### config.mk
export PLATFORM = sky130hd
export DESIGN_NAME = input_scanner_control_word_builder_top_flat
export DESIGN_NICKNAME = d
export VERILOG_FILES = /design/src/hdl/iscwb_pkg.sv /design/src/hdl/iscwb_if.sv /design/src/hdl/iscwb_div_stage.sv /design/src/hdl/input_scanner_control_word_builder_top.sv /design/src/flat_wrapper.sv
export VERILOG_INCLUDE_DIRS = /design/src /design/src/hdl
export SDC_FILE = /design/constraint.sdc
export NUM_CORES = 2
export LEC_CHECK = 0
export ABC_AREA = 1
export BUFFER_PORTS_ARGS = -buffer_cell sky130_fd_sc_hd__buf_2
export CORE_MARGIN = 5
export CORE_UTILIZATION = 27
export CTS_CLUSTER_DIAMETER = 200
export DETAILED_ROUTE_END_ITERATION = 16
export GPL_TIMING_DRIVEN = 0
export PLACE_DENSITY = 0.46
export SLEW_MARGIN = 20
export SYNTH_ARGS = -nofsm -noshare
export SYNTH_HDL_FRONTEND = slang
export SYNTH_SLANG_ARGS = --single-unit
### constraint.sdc
create_clock -name clk -period 23.1 [get_ports clk]
set_clock_uncertainty 0.05 [all_clocks]
set_input_delay 2.31 -clock clk [delete_from_list [all_inputs] [get_ports clk]]
set_output_delay 2.31 -clock clk [all_outputs]
set_load 0.03 [all_outputs]
### src/hdl/assert_macros.svh
// Assertion helpers for the scanner control word builder.
`ifndef ASSERT_MACROS_SVH
`define ASSERT_MACROS_SVH
`ifndef ASSERT_OFF
`define ASSERT_CLK(lbl, clk, rst_n, prop) \
  lbl: assert property (@(posedge clk) disable iff (!rst_n) prop) \
    else $error("assertion failed");
`define ASSERT_NEVER(lbl, clk, rst_n, cond) \
  lbl: assert property (@(posedge clk) disable iff (!rst_n) !(cond)) \
    else $error("forbidden condition seen");
`else
`define ASSERT_CLK(lbl, clk, rst_n, prop)
`define ASSERT_NEVER(lbl, clk, rst_n, cond)
`endif
`endif

### src/hdl/iscwb_pkg.sv
package iscwb_pkg;

  localparam int MAX_INPUTS = 32;
  localparam logic [23:0] RATE_CAP = 24'd10000000;
  localparam logic [9:0] DIV_MAX = 10'd1023;
  localparam logic [5:0] FAST_MAX = 6'd63;
  localparam logic [9:0] SLOW_MAX = 10'd1023;

  localparam logic [1:0] CFG_CLOCK_HZ = 2'd0;
  localparam logic [1:0] CFG_INPUT_WIDTH = 2'd1;

  localparam int MAIN_STEPS = 4;
  localparam int WID_STEPS = 7;

  // 10,000,000 / width, indexed by width - 1
  localparam logic [23:0] RATE_DIV_TBL [0:31] = '{
    24'd10000000, 24'd5000000, 24'd3333333, 24'd2500000,
    24'd2000000, 24'd1666666, 24'd1428571, 24'd1250000,
    24'd1111111, 24'd1000000, 24'd909090, 24'd833333,
    24'd769230, 24'd714285, 24'd666666, 24'd625000,
    24'd588235, 24'd555555, 24'd526315, 24'd500000,
    24'd476190, 24'd454545, 24'd434782, 24'd416666,
    24'd400000, 24'd384615, 24'd370370, 24'd357142,
    24'd344827, 24'd333333, 24'd322580, 24'd312500
  };

  typedef struct packed {
    logic [31:0] req;
    logic [5:0]  fast;
    logic [9:0]  slow;
    logic        fflag;
    logic        sflag;
    logic [31:0] filter;
    logic [24:0] mode;
    logic        too_high;
    logic        zero;
    logic [23:0] gr_hi;
    logic [25:0] d;
    logic [36:0] m;
    logic [25:0] rem;
    logic [11:0] dnd;
    logic [11:0] quo;
    logic [5:0]  wrem;
    logic [20:0] wdnd;
    logic [20:0] wquo;
  } item_t;

endpackage

### src/hdl/iscwb_if.sv
interface iscwb_in_if;
  logic        valid;
  logic        ready;
  logic [31:0] rate_request;
  logic [31:0] fast_count;
  logic [31:0] slow_count;
  logic [31:0] long_filter_mask;
  logic [3:0]  encoder_modes;
  modport source (output valid, rate_request, fast_count, slow_count,
                  long_filter_mask, encoder_modes, input ready);
  modport sink (input valid, rate_request, fast_count, slow_count,
                long_filter_mask, encoder_modes, output ready);
endinterface

interface iscwb_out_if;
  logic        valid;
  logic        ready;
  logic [31:0] control_word;
  logic [31:0] filter_word;
  logic [24:0] mode_word;
  logic [31:0] rate_granted;
  logic [5:0]  fast_granted;
  logic [9:0]  slow_granted;
  logic        rate_too_high;
  logic        rate_too_low;
  logic        fast_clamped;
  logic        slow_clamped;
  modport source (output valid, control_word, filter_word, mode_word, rate_granted,
                  fast_granted, slow_granted, rate_too_high, rate_too_low,
                  fast_clamped, slow_clamped, input ready);
  modport sink (input valid, control_word, filter_word, mode_word, rate_granted,
                fast_granted, slow_granted, rate_too_high, rate_too_low,
                fast_clamped, slow_clamped, output ready);
endinterface

### src/hdl/iscwb_div_stage.sv
// One pipeline stage of both restoring dividers.
module iscwb_div_stage (
  input  logic               clk,
  input  logic               rst_n,
  input  logic [5:0]         w,
  input  logic               up_valid,
  output logic               up_ready,
  input  iscwb_pkg::item_t   up_data,
  output logic               dn_valid,
  input  logic               dn_ready,
  output iscwb_pkg::item_t   dn_data
);

  logic             v_r;
  iscwb_pkg::item_t d_r;
  iscwb_pkg::item_t d_nxt;

  assign up_ready = !v_r || dn_ready;
  assign dn_valid = v_r;
  assign dn_data  = d_r;

  always_comb begin
    logic [26:0] t;
    logic [5:0]  wt;
    d_nxt = up_data;
    for (int i = 0; i < iscwb_pkg::MAIN_STEPS; i++) begin
      t = {d_nxt.rem, d_nxt.dnd[11]};
      d_nxt.dnd = {d_nxt.dnd[10:0], 1'b0};
      if (t >= {1'b0, d_nxt.d}) begin
        d_nxt.rem = 26'(t - {1'b0, d_nxt.d});
        d_nxt.quo = {d_nxt.quo[10:0], 1'b1};
      end else begin
        d_nxt.rem = t[25:0];
        d_nxt.quo = {d_nxt.quo[10:0], 1'b0};
      end
    end
    for (int i = 0; i < iscwb_pkg::WID_STEPS; i++) begin
      wt = {d_nxt.wrem[4:0], d_nxt.wdnd[20]};
      d_nxt.wdnd = {d_nxt.wdnd[19:0], 1'b0};
      if (wt >= w) begin
        d_nxt.wrem = wt - w;
        d_nxt.wquo = {d_nxt.wquo[19:0], 1'b1};
      end else begin
        d_nxt.wrem = wt;
        d_nxt.wquo = {d_nxt.wquo[19:0], 1'b0};
      end
    end
  end

  always_ff @(posedge clk) begin
    if (!rst_n) begin
      v_r <= 1'b0;
    end else if (up_ready) begin
      v_r <= up_valid;
    end
  end

  always_ff @(posedge clk) begin
    if (up_ready) begin
      d_r <= d_nxt;
    end
  end

endmodule

### src/hdl/input_scanner_control_word_builder_top.sv
// Builds the debounce scanner control, filter and encoder mode words from
// one item of scan settings. Fully pipelined: one item enters per cycle
// unless out_ch.ready stalls it; stages are front, scaling multiply, three
// divider stages, output register. The rate divisor is a 12-bit restoring
// division of clock_hz by 4*total (four bits per stage); the too-slow granted
// rate divides clock_hz/4096 by the input width (seven bits per stage), both
// over the three divider stages. The user must write configuration through
// cfg_we/cfg_idx/cfg_data only while no item is in flight (not enforced).
`include "assert_macros.svh"

module input_scanner_control_word_builder_top (
  input  logic        clk,
  input  logic        rst_n,
  input  logic        cfg_we,
  input  logic [1:0]  cfg_idx,
  input  logic [30:0] cfg_data,
  iscwb_in_if.sink    in_ch,
  iscwb_out_if.source out_ch
);

  logic [30:0] clock_r;
  logic [5:0]  width_r;
  logic [5:0]  w;

  // config registers
  always_ff @(posedge clk) begin
    if (!rst_n) begin
      clock_r <= 31'd100000000;
      width_r <= 6'd32;
    end else if (cfg_we) begin
      case (cfg_idx)
        iscwb_pkg::CFG_CLOCK_HZ:    clock_r <= cfg_data;
        iscwb_pkg::CFG_INPUT_WIDTH: width_r <= cfg_data[5:0];
        default: ;
      endcase
    end
  end

  // effective width, 1..MAX_INPUTS
  always_comb begin
    if (width_r == 6'd0) begin
      w = 6'd1;
    end else if (width_r > 6'(iscwb_pkg::MAX_INPUTS)) begin
      w = 6'(iscwb_pkg::MAX_INPUTS);
    end else begin
      w = width_r;
    end
  end

  // stage 1: scaling, capping, clamps, packing of side words
  iscwb_pkg::item_t s1_nxt, s1_r, s2_nxt, s2_r, s3_d, s4_d, s5_d;
  logic s1_v_r, s2_v_r, s1_rdy, s2_rdy;
  logic s3_v, s4_v, s5_v, s3_rdy, s4_rdy, s5_rdy;
  logic out_v_r, out_rdy;

  always_comb begin
    logic [37:0] total;
    logic [23:0] tcap;
    s1_nxt = '0;
    total = 38'(w) * 38'(in_ch.rate_request);
    s1_nxt.req = in_ch.rate_request;
    s1_nxt.too_high = total > 38'(iscwb_pkg::RATE_CAP);
    tcap = s1_nxt.too_high ? iscwb_pkg::RATE_CAP : total[23:0];
    s1_nxt.zero = (tcap == 24'd0);
    s1_nxt.d = {tcap, 2'b00};
    s1_nxt.gr_hi = iscwb_pkg::RATE_DIV_TBL[5'(w - 6'd1)];
    if (in_ch.fast_count > 32'(iscwb_pkg::FAST_MAX)) begin
      s1_nxt.fast = iscwb_pkg::FAST_MAX;
      s1_nxt.fflag = 1'b1;
    end else if (in_ch.fast_count == 32'd0) begin
      s1_nxt.fast = 6'd1;
      s1_nxt.fflag = 1'b1;
    end else begin
      s1_nxt.fast = in_ch.fast_count[5:0];
    end
    if (in_ch.slow_count > 32'(iscwb_pkg::SLOW_MAX)) begin
      s1_nxt.slow = iscwb_pkg::SLOW_MAX;
      s1_nxt.sflag = 1'b1;
    end else if (in_ch.slow_count == 32'd0) begin
      s1_nxt.slow = 10'd1;
      s1_nxt.sflag = 1'b1;
    end else begin
      s1_nxt.slow = in_ch.slow_count[9:0];
    end
    for (int i = 0; i < 32; i++) begin
      s1_nxt.filter[i] = in_ch.long_filter_mask[i] && (6'(i) < w);
    end
    s1_nxt.mode = {in_ch.encoder_modes[3], 7'd0, in_ch.encoder_modes[2], 7'd0,
                   in_ch.encoder_modes[1], 7'd0, in_ch.encoder_modes[0]};
    // quotient is under 4096 whenever it matters, so the top bits start
    // out as the partial remainder
    s1_nxt.rem = {7'd0, clock_r[30:12]};
    s1_nxt.dnd = clock_r[11:0];
    s1_nxt.wdnd = {2'b00, clock_r[30:12]};
  end

  // stage 2: 1025*d, q reaches 1025 exactly when clock_hz >= this
  always_comb begin
    s2_nxt = s1_r;
    s2_nxt.m = (37'(s1_r.d) << 10) + 37'(s1_r.d);
  end

  assign s1_rdy = !s1_v_r || s2_rdy;
  assign s2_rdy = !s2_v_r || s3_rdy;
  assign in_ch.ready = s1_rdy;

  always_ff @(posedge clk) begin
    if (!rst_n) begin
      s1_v_r <= 1'b0;
      s2_v_r <= 1'b0;
    end else begin
      if (s1_rdy) s1_v_r <= in_ch.valid;
      if (s2_rdy) s2_v_r <= s1_v_r;
    end
  end

  always_ff @(posedge clk) begin
    if (s1_rdy) s1_r <= s1_nxt;
    if (s2_rdy) s2_r <= s2_nxt;
  end

  iscwb_div_stage u_div0 (
    .clk(clk), .rst_n(rst_n), .w(w),
    .up_valid(s2_v_r), .up_ready(s3_rdy), .up_data(s2_r),
    .dn_valid(s3_v), .dn_ready(s4_rdy), .dn_data(s3_d)
  );
  iscwb_div_stage u_div1 (
    .clk(clk), .rst_n(rst_n), .w(w),
    .up_valid(s3_v), .up_ready(s4_rdy), .up_data(s3_d),
    .dn_valid(s4_v), .dn_ready(s5_rdy), .dn_data(s4_d)
  );
  iscwb_div_stage u_div2 (
    .clk(clk), .rst_n(rst_n), .w(w),
    .up_valid(s4_v), .up_ready(s5_rdy), .up_data(s4_d),
    .dn_valid(s5_v), .dn_ready(out_rdy), .dn_data(s5_d)
  );

  // output stage: divisor select, granted rate, final words
  logic        big, too_low;
  logic [9:0]  div;
  logic [31:0] granted;

  always_comb begin
    big = {6'd0, clock_r} >= s5_d.m;
    too_low = s5_d.zero || big;
    if (too_low) begin
      div = iscwb_pkg::DIV_MAX;
      granted = {11'd0, s5_d.wquo};
    end else begin
      div = (s5_d.quo != 12'd0) ? 10'(s5_d.quo - 12'd1) : 10'd0;
      granted = s5_d.too_high ? {8'd0, s5_d.gr_hi} : s5_d.req;
    end
  end

  assign out_rdy = !out_v_r || out_ch.ready;

  always_ff @(posedge clk) begin
    if (!rst_n) begin
      out_v_r <= 1'b0;
    end else if (out_rdy) begin
      out_v_r <= s5_v;
    end
  end

  always_ff @(posedge clk) begin
    if (out_rdy) begin
      out_ch.control_word  <= {s5_d.slow, s5_d.fast, div, 6'b100000};
      out_ch.filter_word   <= s5_d.filter;
      out_ch.mode_word     <= s5_d.mode;
      out_ch.rate_granted  <= granted;
      out_ch.fast_granted  <= s5_d.fast;
      out_ch.slow_granted  <= s5_d.slow;
      out_ch.rate_too_high <= s5_d.too_high;
      out_ch.rate_too_low  <= too_low;
      out_ch.fast_clamped  <= s5_d.fflag;
      out_ch.slow_clamped  <= s5_d.sflag;
    end
  end

  assign out_ch.valid = out_v_r;

  `ASSERT_CLK(a_invert_set, clk, rst_n, out_v_r |-> out_ch.control_word[5])
  `ASSERT_CLK(a_slow_div, clk, rst_n,
    (out_v_r && out_ch.rate_too_low) |-> (out_ch.control_word[15:6] == iscwb_pkg::DIV_MAX))
  `ASSERT_NEVER(a_fast_zero, clk, rst_n, out_v_r && (out_ch.fast_granted == 6'd0))
  `ASSERT_CLK(a_fast_packed, clk, rst_n,
    out_v_r |-> (out_ch.control_word[21:16] == out_ch.fast_granted))

endmodule
### src/flat_wrapper.sv
// flat-port wrapper written by rule: the top's interface ports become plain ports
module input_scanner_control_word_builder_top_flat 
  (clk, rst_n, cfg_we, cfg_idx, cfg_data, in_ch_valid, in_ch_rate_request, in_ch_fast_count, in_ch_slow_count, in_ch_long_filter_mask, in_ch_encoder_modes, in_ch_ready, out_ch_valid, out_ch_control_word, out_ch_filter_word, out_ch_mode_word, out_ch_rate_granted, out_ch_fast_granted, out_ch_slow_granted, out_ch_rate_too_high, out_ch_rate_too_low, out_ch_fast_clamped, out_ch_slow_clamped, out_ch_ready);
  iscwb_in_if in_ch_i ();
  iscwb_out_if out_ch_i ();
  input  logic clk;
  input  logic rst_n;
  input  logic cfg_we;
  input  logic [1:0] cfg_idx;
  input  logic [30:0] cfg_data;
  input wire logic [$bits(in_ch_i.valid)-1:0] in_ch_valid;
  input wire logic [$bits(in_ch_i.rate_request)-1:0] in_ch_rate_request;
  input wire logic [$bits(in_ch_i.fast_count)-1:0] in_ch_fast_count;
  input wire logic [$bits(in_ch_i.slow_count)-1:0] in_ch_slow_count;
  input wire logic [$bits(in_ch_i.long_filter_mask)-1:0] in_ch_long_filter_mask;
  input wire logic [$bits(in_ch_i.encoder_modes)-1:0] in_ch_encoder_modes;
  output wire logic [$bits(in_ch_i.ready)-1:0] in_ch_ready;
  output wire logic [$bits(out_ch_i.valid)-1:0] out_ch_valid;
  output wire logic [$bits(out_ch_i.control_word)-1:0] out_ch_control_word;
  output wire logic [$bits(out_ch_i.filter_word)-1:0] out_ch_filter_word;
  output wire logic [$bits(out_ch_i.mode_word)-1:0] out_ch_mode_word;
  output wire logic [$bits(out_ch_i.rate_granted)-1:0] out_ch_rate_granted;
  output wire logic [$bits(out_ch_i.fast_granted)-1:0] out_ch_fast_granted;
  output wire logic [$bits(out_ch_i.slow_granted)-1:0] out_ch_slow_granted;
  output wire logic [$bits(out_ch_i.rate_too_high)-1:0] out_ch_rate_too_high;
  output wire logic [$bits(out_ch_i.rate_too_low)-1:0] out_ch_rate_too_low;
  output wire logic [$bits(out_ch_i.fast_clamped)-1:0] out_ch_fast_clamped;
  output wire logic [$bits(out_ch_i.slow_clamped)-1:0] out_ch_slow_clamped;
  input wire logic [$bits(out_ch_i.ready)-1:0] out_ch_ready;
  assign in_ch_i.valid = in_ch_valid;
  assign in_ch_i.rate_request = in_ch_rate_request;
  assign in_ch_i.fast_count = in_ch_fast_count;
  assign in_ch_i.slow_count = in_ch_slow_count;
  assign in_ch_i.long_filter_mask = in_ch_long_filter_mask;
  assign in_ch_i.encoder_modes = in_ch_encoder_modes;
  assign in_ch_ready = in_ch_i.ready;
  assign out_ch_valid = out_ch_i.valid;
  assign out_ch_control_word = out_ch_i.control_word;
  assign out_ch_filter_word = out_ch_i.filter_word;
  assign out_ch_mode_word = out_ch_i.mode_word;
  assign out_ch_rate_granted = out_ch_i.rate_granted;
  assign out_ch_fast_granted = out_ch_i.fast_granted;
  assign out_ch_slow_granted = out_ch_i.slow_granted;
  assign out_ch_rate_too_high = out_ch_i.rate_too_high;
  assign out_ch_rate_too_low = out_ch_i.rate_too_low;
  assign out_ch_fast_clamped = out_ch_i.fast_clamped;
  assign out_ch_slow_clamped = out_ch_i.slow_clamped;
  assign out_ch_i.ready = out_ch_ready;
  input_scanner_control_word_builder_top u_core (.clk(clk), .rst_n(rst_n), .cfg_we(cfg_we), .cfg_idx(cfg_idx), .cfg_data(cfg_data), .in_ch(in_ch_i), .out_ch(out_ch_i));
endmodule
**After elaboration in Yosys (flattened, before gate mapping)**

Memories as Yosys holds them, arrays and structs flattened. A register that Yosys moved wholly into a read port is not among the register bits.
Index checks and enable logic that the tools add are counted.

- Logic and storage cells: 336
- Bits of input ports: 170
- ROM bits: 768
- Bits in registers: 1160
- Memories: 1
- Output and inout bits: 143

- Reduce and logical (&&, ||, !) cells: 56
- Bitwise operators: 1
- Multiplexer cells: 74
- Multiply operators: 1
- Add/sub/neg operators: 34
- Magnitude comparators: 70
- Equality and inequality tests: 1

Memory list:

| memory | depth | bits a word | rd ports | clocked after Yosys merged registers in | wr ports | line | text |
|---|---|---|---|---|---|---|---|
| (name not given) | 32 | 24 | 1 | 1 | 0 | input_scanner_control_word_builder_top.sv:66 | `s1_nxt.gr_hi = iscwb_pkg::RATE_DIV_TBL[5'(w - 6'd1)];` |

Operators with widths:

| kind | number |
|---|---|
| >= comparator 27 x 26 -> 1 bit | 11 |
| 2-to-1 mux 26 bit | 11 |
| subtractor 26 bit | 10 |
| >= comparator 6 bit | 20 |
| 2-to-1 mux 5 bit | 20 |
| < comparator 5 x 6 -> 1 bit (first input constant) | 16 |
| subtractor 5 bit | 19 |
| logical NOT 32 bit | 2 |
| < comparator 4 x 6 -> 1 bit (first input constant) | 8 |
| 2-to-1 mux 24 bit | 2 |
| > comparator 38 x 24 -> 1 bit (second input constant) | 1 |
| multiplier 6 x 32 -> 38 bit | 1 |
| adder 36 x 26 -> 37 bit | 1 |
| >= comparator 31 x 37 -> 1 bit | 1 |
| 2-to-1 mux 1 bit | 35 |
| > comparator 32 x 10 -> 1 bit (second input constant) | 1 |
| > comparator 32 x 6 -> 1 bit (second input constant) | 1 |
| logical AND 1 bit | 32 |
| >= comparator 20 x 26 -> 1 bit | 1 |
| subtractor 20 x 26 -> 26 bit | 1 |
| logical NOT 24 bit | 1 |
| < comparator 3 x 6 -> 1 bit (first input constant) | 4 |
| 2-to-1 mux 21 bit | 1 |
| 2-to-1 mux 10 bit | 2 |
| other kinds (17) | 35 |

**Depth between registers and ports, before layout**

- Word-level depth: 17
- Depth in mapped cells: 69

**Modules after synthesis**

A second synthesis with hierarchy kept.

- Cell total of the unflattened synthesis: 8508
- Area total of the unflattened synthesis: 80835.0 µm²

Modules (own cells, without submodules):

| module | times used | sequential area each (µm²) | cells each | area an instance (µm²) |
|---|---|---|---|---|
| input_scanner_control_word_builder_top | 1 | 15154.5 | 2661 | 27253.6 |
| iscwb_div_stage at u_core.u_div0 | 1 | 8518.2 | 1980 | 17903.4 |
| iscwb_div_stage at u_core.u_div1 | 1 | 8518.2 | 1953 | 17850.9 |
| iscwb_div_stage at u_core.u_div2 | 1 | 8518.2 | 1914 | 17827.1 |

**Worst setup path before layout**

No wires, ideal clock.

- Kind: input -> output
- Start: input port out_ch_ready
- End: output port in_ch_ready
- Arrival: 21.253 ns
- Cell stages on the path: 10
- Path buffers: 0
- Slack: -0.513 ns
- Cell sequence: nor2_1 > inv_1 > nor2_1 > inv_1 > nor2_1 > inv_1 > nor2_1 > inv_1 > nor2_1 > nand2_1

- Longest elaborated chain between the ends: 6

RTL lines:

| item | line | text |
|---|---|---|
| start, declared | flat_wrapper.sv:29 | `input wire logic [$bits(out_ch_i.ready)-1:0] out_ch_ready;` |
| logical OR 1 bit | input_scanner_control_word_builder_top.sv:155 | `assign out_rdy = !out_v_r \|\| out_ch.ready;` |
| net u_core.out_rdy | input_scanner_control_word_builder_top.sv:54 | `logic out_v_r, out_rdy;` |
| logical OR 1 bit | iscwb_div_stage.sv:18 | `assign up_ready = !v_r \|\| dn_ready;` |
| net u_core.s5_rdy | input_scanner_control_word_builder_top.sv:53 | `logic s3_v, s4_v, s5_v, s3_rdy, s4_rdy, s5_rdy;` |
| logical OR 1 bit | iscwb_div_stage.sv:18 |  |
| net u_core.s4_rdy | input_scanner_control_word_builder_top.sv:53 |  |
| logical OR 1 bit | iscwb_div_stage.sv:18 |  |
| net u_core.s3_rdy | input_scanner_control_word_builder_top.sv:53 |  |
| logical OR 1 bit | input_scanner_control_word_builder_top.sv:104 | `assign s2_rdy = !s2_v_r \|\| s3_rdy;` |
| logical OR 1 bit | input_scanner_control_word_builder_top.sv:103 | `assign s1_rdy = !s1_v_r \|\| s2_rdy;` |
| end, declared | flat_wrapper.sv:17 | `output wire logic [$bits(in_ch_i.ready)-1:0] in_ch_ready;` |

The timed path passes the listed nets, and every way through them passes these cells.

==> results.ini <==
[timing]
period_minus_slack_ns=14.33
rsz0062_at_grt=no
setup_viol=0
hold_viol=0
timing.fmax_mhz=69.8
drv_slew=0
post-route-period-util_pct=62.1
tightest_slew_ns=1.19
relSlewSlack_pct=20.6

[critical_path]
reg2regPathDepth=54
critical_path_arrival_ns=14.82
r2r_slack_ns=8.77
r2r-end=u_core.u_div0.dn_data[45]$_DFFE_PP_
critPathRequiredTime_ns=23.59
r2r-start=u_core.width_r[5]$_SDFFE_PN1P_
path_max_fanout=24
path_class=flip-flop to flip-flop
crit_end=u_core.u_div0.dn_data[45]$_DFFE_PP_
max_stage_delay_ns=0.87
critPathSlowestCell=clkbuf_1
endpoint_kind=flip-flop
worstSetupStartpoint=u_core.width_r[5]$_SDFFE_PN1P_
cp-start-kind=flip-flop

[clocking]
clockRootBuffer=clkbuf_16
htreeDepth=4
cts_resized=0
clk_path_buf_depth=3
cts_buffers=130
clk_latency_ns=0.79
clk_pin_slew_ns=0.06
cts_sinks=1130
post_cts_buffers=0
cts_tree=done
hold_buffers=0

[floorplanning]
die_w_um=509
dieArea_um2=259000
die_h_um=509
fp-row-count=183
start_util_pct=27.1
core-area_um2=248000
io_pins=313

[layout]
fin_nets=8261
drive_above_1_share_pct=9.09
multiInputGateArea_um2=29700
areaGrowthSynthToFinish_pct=16.1
register_area_um2=33500
nFillCells=25800
finalInstanceArea_um2=78000

[placed_design]
placedInstanceArea_um2=73600
gp_congestion=0.922
hpwl_mm=170
port-buffer-count=284

[logic_synthesis]
synth_edf_count=1087
ys_types=76
synth_warnings=0
yosys_most_used_dff=edfxtp_1
synth-async-reset-ratio_pct=0
netlist_area_um2=67200
ys_ff_latch=1130
yosysSeqAreaShare_pct=49.9
syn_inst=6973
syn_area_per_cell_um2=9.64

[drt]
first_pass_iters=6
vias_per_cell=4.60
drt_iter0_markers=3541
routedWlPerCell_um=19.8
postRouteAntennaNets=0
num_vias=50100
drt_wl_total_mm=215
route.detailed.drc=0

[grt]
overflow=0
antenna_found_initial=27
grt_pass1_wl_mm=318
grt_pass1_vias=49500
grt_max_degree=89
track_usage_pct=16.3

[run]
max-cap-violations=0

[hold_path]
hp-class=flip-flop to flip-flop

[status]
status=complete, no violations

==> cell usage after synthesis, types with 79 or more instances <==
cell      instances  area, um2
a21oi_1         434       2170
fa_1            151       3020
nand4_1          79        494
inv_1           846       3180
nand2_1        1783       6690
ha_1            500       6260
edfxtp_1       1087      32600
xor2_1          159       1390
xnor2_1         152       1330
o21ai_0         413       2070
nor2_1          436       1640
nand3_1         266       1330
==> registers in the layout, indices dropped and copies added (netlist names), 4 cells and up <==
| signal | flops |
|---|---|
| u_core.clock_r | 31 |
| u_core.out_ch.mode_word | 4 |
| u_core.width_r | 6 |
| u_core.out_ch.control_word | 11 |
| u_core.out_ch.slow_granted | 10 |
| u_core.u_div0.dn_data | 225 |
| u_core.out_ch.rate_granted | 32 |
| u_core.u_div2.dn_data | 180 |
| u_core.out_ch.fast_granted | 5 |
| u_core.u_div1.dn_data | 225 |
| u_core.s1_r | 167 |
| u_core.out_ch.filter_word | 32 |
| u_core.s2_r | 192 |
==> critical path: cells and delay by family (launching register included) <==
family,cells,cell delay [ns]
compound gates,19,4.55
buf+inv,9,3.16
fa+ha+maj,7,2.79
simple gates,18,2.66
flops,1,0.42
mux,1,0.41
==> per-layer routing <==
layer	track usage (%)	vias up	share of wire (%)
li1	-	24600	-
met1	21.3	24100	44
met2	27.9	1091	48
met3	2.06	289	4.3
met4	5.23	12	3.2
met5	0	-	0.033
==> metrics by stage <==
step	instances	worst slack, ns	hold WS [ns]	setup TNS [ns]	util [%]
floorplan	6999	1.28	0.350	0	-
global placement	10600	-11.45	0.350	-3704.06	29.4
detailed placement	10600	8.91	0.355	0	29.6
CTS	10900	8.83	0.327	0	31.4
global route	10900	7.51	0.340	0	31.4
finish	10900	8.77	0.335	0	31.4
==> placed cells by master (no fill, tap or decap), types with 12 or more instances in the layout <==
cell type  instances
fa_1             151
a31oi_1           31
buf_16            14
a21boi_0          15
o21a_1            27
nand3_1          266
nor4_1            42
diode_2           12
o31ai_1           12
buf_4             53
nand3b_1          15
o21ai_0          413
o211ai_1          15
nor2_1           435
o21ai_2           16
nand2_1         1781
xnor2_1          152
xor2_1           159
a21oi_1          434
or2_2             15
inv_2             14
bufinv_16         14
inv_1            840
dfxtp_1           43
clkinv_2          19
o21bai_1          32
clkbuf_1          90
o21ai_1           33
ha_1             500
a21o_1            25
a211oi_1          20
clkbuf_16        130
conb_1            28
clkinv_1          23
buf_2            307
nand4_1           79
nor3_1            68
edfxtp_1        1087
==> cell type report <==
cell class              count  area share [%]
plain buffers             151            1.12
diodes                     12          0.0385
repair buffers            309            2.59
flip-flops and latches   1130            42.9
clock inverters            74            1.33
inverters                 864            4.20
multi-input cells        4854            38.1
well taps                3330            5.34
clock buffers             165            4.36
==> cells by family after synthesis <==
group / Yosys count / synth area share (%)
other: 2 / 0.0112
xor gates and xnor gates: 311 / 4.05
buffers and inverters: 1015 / 6.11
AOI/OAI and AO/OA: 1111 / 9.21
muxes: 1 / 0.0168
and+or+nand+nor: 2752 / 16.9
adders and majority gates: 651 / 13.8
DFF: 1130 / 49.9
==> worst min path at each step <==
stage / slack, ns / start / endpoint / cells after the start
floorplan: 0.35 / u_core.u_div2.dn_data[261]$_DFFE_PP_ / u_core.out_ch.control_word[21]$_DFFE_PP_ / 0
global placement: 0.35 / u_core.u_div0.dn_data[215]$_DFFE_PP_ / u_core.u_div1.dn_data[215]$_DFFE_PP_ / 0
detailed placement: 0.35 / u_core.u_div2.dn_data[222]$_DFFE_PP_ / u_core.out_ch.filter_word[10]$_DFFE_PP_ / 0
CTS: 0.33 / u_core.s1_r[274]$_DFFE_PP_ / u_core.s2_r[274]$_DFFE_PP_ / 0
global route: 0.34 / u_core.u_div1.dn_data[170]$_DFFE_PP_ / u_core.u_div2.dn_data[170]$_DFFE_PP_ / 0
finish: 0.33 / u_core.s1_r[274]$_DFFE_PP_ / u_core.s2_r[274]$_DFFE_PP_ / 0
Power is left out: the tool's default activity adds up to more than one toggle a clock period on the data nets, which glitch-free logic cannot reach.
